===== config.mk =====
export PLATFORM = sky130hd
export DESIGN_NAME = qrs_disc
export DESIGN_NICKNAME = d
export VERILOG_FILES = /design/src/rtl/core/qrs_pkg.sv /design/src/rtl/core/qrs_disc.sv
export SDC_FILE = /design/constraint.sdc
export NUM_CORES = 2
export LEC_CHECK = 0
export BUFFER_PORTS_ARGS = -buffer_cell sky130_fd_sc_hd__buf_2
export CAP_MARGIN = 20
export CORE_UTILIZATION = 48
export CTS_CLUSTER_DIAMETER = 30
export CTS_CLUSTER_SIZE = 24
export DETAILED_ROUTE_END_ITERATION = 6
export PLACE_DENSITY = 0.66
export SLEW_MARGIN = 20
export SYNTH_ARGS = -nofsm -noshare
export SYNTH_HDL_FRONTEND = slang
export SYNTH_SLANG_ARGS = --single-unit

===== constraint.sdc =====
create_clock -name clk -period 6.5 [get_ports clk]
set_clock_uncertainty 0.05 [all_clocks]
set_input_delay 0.325 -clock clk [delete_from_list [all_inputs] [get_ports clk]]
set_output_delay 0.325 -clock clk [all_outputs]
set_load 0.02 [all_outputs]

===== src/rtl/core/qrs_pkg.sv =====
package qrs_pkg;

    localparam int COEF_BITS = 16;
    localparam int FRAC_BITS = 16;
    localparam int OUT_W     = 34;

    localparam int DISC_W = 2 * COEF_BITS + 2;
    localparam int RAD_W  = DISC_W + 2 * FRAC_BITS;
    localparam int ROOT_W = RAD_W / 2;
    localparam int REM_W  = ROOT_W + 3;
    localparam int NB_W   = COEF_BITS + FRAC_BITS + 1;
    localparam int NUM_W  = ((ROOT_W + 1 > NB_W) ? ROOT_W + 1 : NB_W) + 1;
    localparam int MAG_W  = NUM_W;
    localparam int DEN_W  = COEF_BITS + 2;
    localparam int DMAG_W = COEF_BITS + 1;

    typedef enum logic [1:0] {
        KIND_REAL    = 2'd0,
        KIND_DOUBLE  = 2'd1,
        KIND_COMPLEX = 2'd2,
        KIND_LINEAR  = 2'd3
    } kind_t;

    typedef struct packed {
        kind_t                    kind;
        logic signed [DISC_W-1:0] disc;
        logic signed [NB_W-1:0]   nb;
        logic signed [DEN_W-1:0]  den;
    } eq_side_t;

    typedef struct packed {
        kind_t                    kind;
        logic signed [DISC_W-1:0] disc;
        logic                     neg_one;
        logic                     neg_two;
    } div_side_t;

endpackage


===== src/rtl/core/qrs_disc.sv =====
module qrs_disc
    import qrs_pkg::*;
(
    input  logic                        clk,
    input  logic                        rst_n,
    input  logic                        adv,
    input  logic                        in_valid,
    input  logic signed [COEF_BITS-1:0] a,
    input  logic signed [COEF_BITS-1:0] b,
    input  logic signed [COEF_BITS-1:0] c,
    output logic                        out_valid,
    output eq_side_t                    side
);

    logic signed [COEF_BITS-1:0]   a1_reg, b1_reg, c1_reg;
    logic signed [COEF_BITS-1:0]   a2_reg, b2_reg;
    logic signed [2*COEF_BITS-1:0] bb_reg, ac_reg;
    eq_side_t                      side_reg, side_next;
    logic [2:0]                    valid_reg;
    logic signed [DISC_W-1:0]      disc_next;
    logic signed [NB_W-1:0]        nb_ext;

    always_comb
    begin
        disc_next = DISC_W'(bb_reg) - (DISC_W'(ac_reg) <<< 2);
        nb_ext    = NB_W'(b2_reg);
        side_next.disc = disc_next;
        side_next.nb   = -(nb_ext <<< FRAC_BITS);
        side_next.den  = DEN_W'(a2_reg) <<< 1;
        if (a2_reg == '0)
        begin
            side_next.kind = KIND_LINEAR;
        end
        else if (disc_next == '0)
        begin
            side_next.kind = KIND_DOUBLE;
        end
        else if (!disc_next[DISC_W-1])
        begin
            side_next.kind = KIND_REAL;
        end
        else
        begin
            side_next.kind = KIND_COMPLEX;
        end
    end

    always_ff @(posedge clk)
    begin
        if (adv)
        begin
            a1_reg   <= a;
            b1_reg   <= b;
            c1_reg   <= c;
            bb_reg   <= b1_reg * b1_reg;
            ac_reg   <= a1_reg * c1_reg;
            a2_reg   <= a1_reg;
            b2_reg   <= b1_reg;
            side_reg <= side_next;
        end
    end

    always_ff @(posedge clk or negedge rst_n)
    begin
        if (!rst_n)
        begin
            valid_reg <= '0;
        end
        else if (adv)
        begin
            valid_reg <= {valid_reg[1:0], in_valid};
        end
    end

    assign out_valid = valid_reg[2];
    assign side      = side_reg;

endmodule


==> flow_summary.json <==
{
  "status": "finished, final reports clean",
  "drtIter0Drc": 1255,
  "syn2layout_area_growth_pct": 17.68,
  "crit_required_ps": 6820,
  "rsz0062_at_grt": "yes",
  "worst_slew_pin_slew_ps": 1012,
  "synth_xor_area_share_pct": 3.370,
  "rows": 87,
  "muxShareOfSynthArea_pct": 0.1589,
  "grt_max_degree": 117,
  "syn_area_per_cell_sq_um": 10.46,
  "slew_viol_final": 0,
  "yosys_warnings": 0,
  "clk-insertion-delay-late_ps": 630,
  "hold_class": "primary input to flip-flop",
  "cts-root-buf": "clkbuf_16",
  "antennaDiodeCount": 0,
  "pin_count": 140,
  "slew_headroom_pct": 31.89,
  "finalSetupViolations": 0,
  "fin_crit_sh_pct": 95.95,
  "clock-sinks": 212,
  "fin_nets": 3675,
  "grt-ovfl-total": 0,
  "synthAdderAreaFrac_pct": 45.53,
  "ant_nets": 0,
  "hold_viol": 0,
  "grt_pass1_wl_um": 100200,
  "htreeDepth": 2,
  "largest_reg_flops": 67,
  "start_util_pct": 48.68,
  "place_congestion": 0.8924,
  "core_area_sq_um": 56600,
  "grt.total_usage_pct": 21.41,
  "grt_pass1_vias": 20640,
  "top_usage_layer": "met2",
  "netlist-cell-type-count": 76,
  "syn_area_sq_um": 27550,
  "cp-start-kind": "flip-flop",
  "vias_per_cell": 5.072,
  "fmax_ghz": 0.1603,
  "cts_tree": "done",
  "die_w_um": 241.6,
  "use_met3_pct": 3.230,
  "cp-end-kind": "flip-flop",
  "cap_violations": 0,
  "synth-simple-area-share_pct": 11.25,
  "fp.dieH_um": 241.6,
  "synthMostInstantiatedCell": "inv_1",
  "utilization_pct": 57.28,
  "dieArea_sq_um": 58360,
  "dp_hpwl_um": 48280,
  "async_flop_share_pct": 1.415,
  "firstDrtPassIters": 6,
  "synth_edf_count": 209,
  "yosysSeqAreaShare_pct": 23.05,
  "drive_gt1_share_pct": 13.17,
  "vias": 18890,
  "worstPathMaxFanout": 7,
  "drc": 0,
  "synth_compound_area_share_pct": 6.276,
  "worstSetupPathType": "flip-flop to flip-flop",
  "ys.flop_type": "edfxtp_1",
  "clkTransAtPathRegs_ps": 50,
  "antenna_found_initial": 1,
  "cp.arrival_ps": 6550,
  "globalRouteMet1Util_pct": 28.89,
  "yosys-top-cells-area": "fa_1, edfxtp_1, ha_1",
  "fin_tns_setup_ps": 0,
  "synth_top_area_share_pct": 36.40,
  "wirelength_um": 59020,
  "synth_top_cell_by_area": "fa_1",
  "postSynthCellCount": 2635,
  "io_buffers": 121,
  "finalCriticalPeriod_ps": 6236,
  "clock_path_buffers": 3,
  "numCtsBuffers": 56,
  "filler_cell_count": 4910,
  "synth_top_family_by_area": "adder cells",
  "yosys_register_bits": 212,
  "ys_top_cells_by_count": "inv_1, fa_1, nand2_1",
  "post_drt_wl_per_cell_um": 15.84,
  "met2_usage_pct": 35.96
}
## final timing paths
path                             from            to  slack (ps)  depth (start not counted)
max                        a1_reg[15]    ac_reg[31]         260                         19
min                               adv    bb_reg[30]         270                          1
max reg2reg                a1_reg[15]    ac_reg[31]         260                         19
min reg2reg                 a2_reg[0]       side[1]         370                          0
max in group asynchronous       rst_n  valid_reg[0]        5690                          3
min in group asynchronous       rst_n  valid_reg[2]         560                          3
## kinds of logic after synthesis
group           after synthesis
compound gates              244
xor+xnor                    106
fa+ha+maj                   702
buf+inv                     740
flops                       212
mux                           4
other cells                   1
simple gates                626
## stage by stage
stage | worst slack, ps | hold slack, ps | area (sq um) | cells
after floorplan | 17.86 | -20.59 | 27630 | 2652
after global placement | 30.58 | 67.75 | 29660 | 3555
after detailed placement | -150.9 | 70.96 | 29660 | 3555
after CTS | 5.963 | 287.5 | 32230 | 3714
after global routing | -13.86 | 312.5 | 32420 | 3725
final | 263.6 | 265.9 | 32420 | 3725
## cells in the final DEF, fill, tap and decap left out, types with 7 or more instances in the layout
cell type | Yosys | layout
nand2b_1 | 21 | 21
xnor2_1 | 79 | 79
edfxtp_1 | 209 | 209
o21bai_1 | 9 | 9
nor3_1 | 30 | 29
buf_2 | 0 | 120
bufinv_16 | 0 | 8
or2_2 | 7 | 7
a211oi_1 | 9 | 7
ha_1 | 201 | 201
xor2_1 | 27 | 27
nor4_1 | 13 | 13
o21ai_1 | 8 | 9
and2_1 | 170 | 167
fa_1 | 501 | 500
inv_6 | 0 | 9
a31oi_1 | 9 | 8
clkinvlp_4 | 0 | 12
nor2_1 | 92 | 92
nand3_1 | 20 | 18
dlygate4sd3_1 | 0 | 51
buf_4 | 20 | 112
a21oi_1 | 60 | 58
a21o_1 | 43 | 43
nand2_1 | 222 | 221
o21ai_0 | 24 | 20
nor2b_1 | 10 | 10
conb_1 | 1 | 18
clkbuf_16 | 0 | 56
nand4_1 | 7 | 7
inv_1 | 661 | 661
and3_1 | 14 | 14
o21a_1 | 15 | 15
## layer usage
| layer | routed length, um | up-vias |
|---|---|---|
| met1 | 25380 | 9640 |
| met5 | 13 | - |
| li1 | - | 8721 |
| met2 | 29050 | 447 |
| met3 | 3204 | 84 |
| met4 | 1365 | 2 |
## area by class of cell
class                      instances  area (sq um)  share of cell area, %
timing repair buffer             290          2078                  6.410
clock buffer                      59          1413                  4.357
tap                              756         945.9                  2.917
sequential                       212          6351                  19.59
inverter                         661          2481                  7.652
multi-input combinational       1700         18550                  57.21
clock inverter                    47         605.6                  1.868
## critical path, cell delays in order (launching register included)
cell	delay, ps
edfxtp_1	510
buf_4	180
nand2_1	100
fa_1	580
inv_1	60
buf_4	160
fa_2	710
fa_1	480
fa_1	570
fa_1	430
fa_1	450
ha_1	370
a21o_1	180
a21o_1	170
a21oi_1	190
nor2_1	60
o21ai_0	200
o21ai_2	100
o41ai_2	320
xnor2_1	90
## what timing repair did
action,4_1_cts,5_1_grt
resized for setup,4,26
cloned,0,0
pin swaps,0,14
setup endpoints to repair,6,12
hold endpoints to repair,52,0
setup buffers,2,11
hold buffers,51,0
Power is not shown: default switching activity piles up to over one toggle a cycle in this logic, so the estimate is an artifact.
